===== src/chfs_pkg.sv =====
// shared types, constants and arithmetic helpers for the hmm forward scorer
package chfs_pkg;

  localparam int MAX_STATES = 8;
  localparam int ALPHABET   = 4;
  localparam int MAX_DEPTH  = 3;
  localparam int FRAC_BITS  = 16;
  localparam int CORR_STEPS = 32;

  typedef logic signed [23:0] val_t;
  typedef logic signed [47:0] alpha_t;
  typedef logic signed [49:0] acc_t;
  typedef logic signed [50:0] wide_t;

  typedef enum logic [1:0] {
    OP_LOAD_START = 2'd0,
    OP_LOAD_TRANS = 2'd1,
    OP_LOAD_EMIT  = 2'd2,
    OP_SCORE      = 2'd3
  } op_t;

  localparam logic CFG_NUM_STATES   = 1'b0;
  localparam logic CFG_CONTEXT_DEPTH = 1'b1;

  typedef enum logic [2:0] {
    ST_IDLE,
    ST_SCORE,
    ST_DRAIN,
    ST_COMMIT,
    ST_FINAL,
    ST_FDRAIN
  } state_t;

  typedef struct packed {
    logic rotate;
    logic shift_next;
    logic clear;
  } cell_ctl_t;

  localparam alpha_t ALPHA_MAX = {1'b0, {47{1'b1}}};
  localparam alpha_t ALPHA_MIN = {1'b1, {47{1'b0}}};

  // round(ln(1 + exp(-idx/4)) * 2^16)
  function automatic logic [15:0] lse_corr(input logic [4:0] idx);
    logic [15:0] c;
    case (idx)
      5'd0:  c = 16'd45426;
      5'd1:  c = 16'd37745;
      5'd2:  c = 16'd31069;
      5'd3:  c = 16'd25354;
      5'd4:  c = 16'd20530;
      5'd5:  c = 16'd16510;
      5'd6:  c = 16'd13200;
      5'd7:  c = 16'd10500;
      5'd8:  c = 16'd8318;
      5'd9:  c = 16'd6567;
      5'd10: c = 16'd5170;
      5'd11: c = 16'd4061;
      5'd12: c = 16'd3184;
      5'd13: c = 16'd2493;
      5'd14: c = 16'd1950;
      5'd15: c = 16'd1523;
      5'd16: c = 16'd1189;
      5'd17: c = 16'd928;
      5'd18: c = 16'd724;
      5'd19: c = 16'd565;
      5'd20: c = 16'd440;
      5'd21: c = 16'd343;
      5'd22: c = 16'd267;
      5'd23: c = 16'd208;
      5'd24: c = 16'd162;
      5'd25: c = 16'd126;
      5'd26: c = 16'd98;
      5'd27: c = 16'd77;
      5'd28: c = 16'd60;
      5'd29: c = 16'd47;
      5'd30: c = 16'd36;
      default: c = 16'd28;
    endcase
    return c;
  endfunction

  function automatic acc_t lse(input acc_t a, input acc_t b);
    wide_t       df;
    logic [50:0] d;
    acc_t        m;
    df = wide_t'(a) - wide_t'(b);
    d  = df[50] ? 51'(-df) : 51'(df);
    m  = (df > 0) ? a : b;
    if (d[50:19] == '0) begin
      m = m + acc_t'({34'd0, lse_corr(d[18:14])});
    end
    return m;
  endfunction

  function automatic alpha_t clamp_alpha(input wide_t v);
    alpha_t r;
    if (v < wide_t'(ALPHA_MIN)) begin
      r = ALPHA_MIN;
    end else if (v > wide_t'(ALPHA_MAX)) begin
      r = ALPHA_MAX;
    end else begin
      r = v[47:0];
    end
    return r;
  endfunction

  function automatic logic clamp_low(input wide_t v);
    return v < wide_t'(ALPHA_MIN);
  endfunction

endpackage


===== src/chfs_cell.sv =====
// one state cell: holds alpha and the pending next alpha of a hidden state
module chfs_cell (
  input  logic               clk,
  input  logic               rst_n,
  input  chfs_pkg::cell_ctl_t ctl,
  input  logic               commit_en,
  input  chfs_pkg::alpha_t   alpha_in,
  input  chfs_pkg::alpha_t   next_in,
  output chfs_pkg::alpha_t   alpha_out,
  output chfs_pkg::alpha_t   next_out
);
  import chfs_pkg::*;

  alpha_t alpha_r, alpha_nxt;
  alpha_t next_r, next_nxt;

  always_comb begin
    alpha_nxt = alpha_r;
    if (ctl.clear) begin
      alpha_nxt = '0;
    end else if (commit_en) begin
      alpha_nxt = next_r;
    end else if (ctl.rotate) begin
      alpha_nxt = alpha_in;
    end
  end

  always_comb begin
    next_nxt = ctl.shift_next ? next_in : next_r;
  end

  always_ff @(posedge clk) begin
    if (!rst_n) begin
      alpha_r <= '0;
      next_r  <= '0;
    end else begin
      alpha_r <= alpha_nxt;
      next_r  <= next_nxt;
    end
  end

  assign alpha_out = alpha_r;
  assign next_out  = next_r;

endmodule


===== config.mk =====
export PLATFORM = sky130hd
export DESIGN_NAME = chfs_cell
export DESIGN_NICKNAME = d
export VERILOG_FILES = /design/src/chfs_pkg.sv /design/src/chfs_cell.sv
export SDC_FILE = /design/constraint.sdc
export NUM_CORES = 1
export LEC_CHECK = 0
export BUFFER_PORTS_ARGS = -buffer_cell sky130_fd_sc_hd__buf_2
export CAP_MARGIN = 0
export CORE_AREA = 2 2 102 104
export CTS_CLUSTER_DIAMETER = 80
export DETAILED_ROUTE_END_ITERATION = 12
export DIE_AREA = 0 0 104 106
export HOLD_SLACK_MARGIN = 0.06
export PLACE_DENSITY = 0.72
export SYNTH_ARGS = -nofsm -noshare
export SYNTH_HDL_FRONTEND = slang
export SYNTH_SLANG_ARGS = --single-unit
export TNS_END_PERCENT = 1

===== constraint.sdc =====
create_clock -name clk -period 1.05 [get_ports clk]
set_input_delay 0.2625 -clock clk [delete_from_list [all_inputs] [get_ports clk]]
set_output_delay 0.2625 -clock clk [all_outputs]
set_load 0.05 [all_outputs]

==> results by group <==
Run status
  • Outcome: finished, violations left
  • Failing checks: negative setup slack

Worst setup path
  • Worst Setup EP: alpha_out[13]
  • Levels on crit path: 1
  • Worst-path fanout max: 2
  • Flop2flop setup slack: around 0.23 ns
  • Crit end category: primary output
  • CP arrival: between 0.8 and 0.9 ns
  • Setup crit start kind: flop
  • R2R depth: 3
  • Reg-to-Reg Start: next_out[31]
  • Reg-to-reg endpoint: alpha_out[31]
  • Critical path cell sequence: buf_8
  • Largest stage delay on the critical path: 0.37 ns
  • Worst Setup SP: alpha_out[13]
  • Crit path kind: reg -> out
  • Crit-path leading delay family: flip-flops
  • Slowest CP cell: dfxtp_2
  • CP bufs+invs: 1
  • Req. time, crit path: between 0.7 and 0.8 ns

Cells and area
  • Layout cell share with drive strength beyond 1: 0.574
  • Fillcell total: 737
  • Multi-input gate area: 1940 sq um
  • Final Net Count: between 600 and 700
  • Non-Filler Instances: 702
  • Seq. cell area: 2080 sq um
  • P&R area growth vs syn: 60.6%
  • ANT cells: 0
  • Final instance area: 6530 sq um

Placement
  • Gp weighted congestion: between 0.7 and 0.8
  • Area after DPL: 5240 sq um
  • Dpl cells: between 600 and 700
  • Port Buf Inserts: 197
  • Dpl hpwl: a little over 7000 microns

Die
  • Ports: between 150 and 200
  • Initial Utilization: 0.407
  • Core area: around 10000 sq um
  • Site Rows: 37
  • Die X: between 100 and 150 microns
  • Die ar.: about 11,000 sq um
  • Height of the die: around 110 microns

Global route
  • Number of global-route vias before repair: around 3,700
  • Grt ovf: 0
  • Initial antenna violation count: 0
  • First-pass GRT wire length: 18,500 microns
  • GRT Total Usage: 0.208
  • Largest net degree at the start of global routing: between 40 and 50

Clock tree
  • TritonCTS Buffers: 9
  • Clock buffer depth: 2
  • Clock transition at the registers of the reported paths: around 0.090 ns
  • Root buf cell: clkbuf_8
  • CTS tree: yes
  • Hold_buf cts: 0
  • CTS sink cnt: 96
  • Clock latency on the worst-skew pair: 0.35 ns
  • Htree depth: 3

Yosys
  • Async S/R FF share, synth: 0
  • Synth cell types: 13
  • Cells after Synth: 370
  • Synthesized area per cell: about 11 sq um
  • Number of synthesized flops with an enable pin: 0
  • Ys flop type: dfxtp_1
  • Top-area cell type share of the netlist area: 0.473
  • Mapped Nets: about 470
  • #FFs+latches synth: 96
  • Mapped cell area: 4070 sq um
  • Top cells by area, synth: dfxtp_1, mux2i_1, nor2b_1, a211oi_1, buf_12
  • Part of the Yosys area used for sequential elements: 0.473
  • Syn. warnings: 0
  • Cell taking the most area after synthesis: dfxtp_1
  • Post-synth top cells: dfxtp_1, mux2i_1, nor2b_1

Timing
  • Worst Max-Slew Pin Slew: around 0.23 ns
  • Final hold slack: about 0.17 ns
  • Setup-failing EPs final: between 90 and 100
  • Relative slew slack: 0.839
  • Max Slew Vio Count: 0
  • Unrepaired setup endpoints after global routing: yes
  • Crit share post-route: 1.08
  • Setup WS post-layout: -0.0822 ns
  • Period minus WS final: around 1.1 ns
  • Final hold vios: 0
  • Maximum clock frequency: 883 MHz
  • Clock Skew: between 0.01 and 0.015 ns
  • Post-Route Setup TNS: -6.41 ns

Detailed routing
  • Wire length on met2: about 5600 microns
  • Total vias in the final route: between 3,000 and 4,000
  • Met3 WL: 802 microns
  • Drc violations: 0
  • Detailed Route WL: 11,700 microns
  • Routed len/inst: between 15 and 20 microns
  • Drt initial violations: 77
  • DRT antenna net count: 0
  • Highest Signal Layer: met4
  • Via density: just under 5
  • WL met1: a little over 5000 microns
  • DR pass1 iterations: 4

Power and ir drop
  • Psw: ~2600 uW
  • Pwr dens: between 1000 and 1500 nW/um^2
  • Sequential power share: 0.472
  • Peak VDD IR: between 0.6 and 0.7 mV
  • Clock network fraction of total power: 0.274
  • Cell internal pwr: around 6000 uW
  • Switch share: 0.303
  • Pwr Total: between 8000 and 9000 uW
  • Leakage: about 0.0029 uW
  • Combinational fraction of design power: 0.254

Worst hold path
  • Hold WC Path Type: in -> reg

Flow run
  • Max_cap viols: 0
per-layer routing:
metal	vias to the layer above	GRT usage
met2	148	0.354
li1	1675	-
met3	16	0.0656
met5	-	0
met4	0	0.0676
met1	1652	0.249
placed cells by master, fill, tap and decap left out:
| cell | Yosys | routed |
|---|---|---|
| clkbuf_1 | 15 | 1 |
| dfxtp_2 | 0 | 79 |
| buf_12 | 3 | 10 |
| dfxtp_4 | 0 | 17 |
| buf_4 | 4 | 6 |
| clkinv_2 | 0 | 3 |
| nor2b_1 | 96 | 96 |
| buf_2 | 6 | 101 |
| clkinv_1 | 0 | 1 |
| a211oi_2 | 1 | 1 |
| a211oi_1 | 47 | 47 |
| bufinv_16 | 0 | 1 |
| mux2i_1 | 96 | 96 |
| clkbuf_8 | 0 | 10 |
| buf_6 | 2 | 12 |
| nand2b_2 | 0 | 1 |
| buf_8 | 0 | 84 |
worst min-delay path by stage:
stage / startpoint / endpoint / slack, ns / depth (start not counted)
finish: next_in[13] / next_out[13] / 0.17 / 3
global route: next_in[13] / next_out[13] / 0.15 / 3
CTS: next_in[42] / next_out[42] / 0.14 / 3
detailed placement: next_out[23] / alpha_out[23] / 0.51 / 2
global placement: next_out[46] / alpha_out[46] / 0.51 / 2
floorplan: next_in[27] / next_out[27] / 0.43 / 2
kinds of logic (layout without fill, tap and decap cells):
kind of cell / Yosys count / count (layout) / synth area share
DFF: 96 / 96 / 0.473
and+or+nand+nor: 97 / 97 / 0.149
buffers and inverters: 33 / 229 / 0.0517
muxes: 96 / 96 / 0.236
AOI/OAI and AO/OA: 48 / 48 / 0.0899
power by group through the flow:
stage / Combinational, uW / Clock, uW / Sequential (uW)
after CTS: 2150 / 2430 / 4060
after global routing: 2290 / 2580 / 4070
after floorplan: 612 / 0 / 4670
final: 2180 / 2350 / 4050
after detailed placement: 1800 / 0 / 4040
after global placement: 1780 / 0 / 4040
registers in the layout, indices dropped and copies added (netlist names):
register	cells
alpha_out	48
next_out	48
cell type report:
class                   count  area share
multi-input cells         241       0.297
well taps                 136      0.0261
repair buffers            213       0.329
inverters                   1    0.000575
flip-flops and latches     96       0.319
clock inverters             4     0.00690
clock buffers              11      0.0217
stage by stage:
step | util | setup WS (ns)
6_report | 0.653 | -0.0822
4_1_cts | 0.644 | -0.114
5_1_grt | 0.653 | -0.132
2_1_floorplan | - | -0.0310
3_5_place_dp | 0.524 | -0.0879
3_3_place_gp | 0.524 | -0.0320
repair_timing:
item                       4_1_cts  5_1_grt
buffers inserted                 3        0
setup endpoints to repair       96       96
gates resized for setup        361       28
Note: power is estimated with default switching activity, not from simulation.
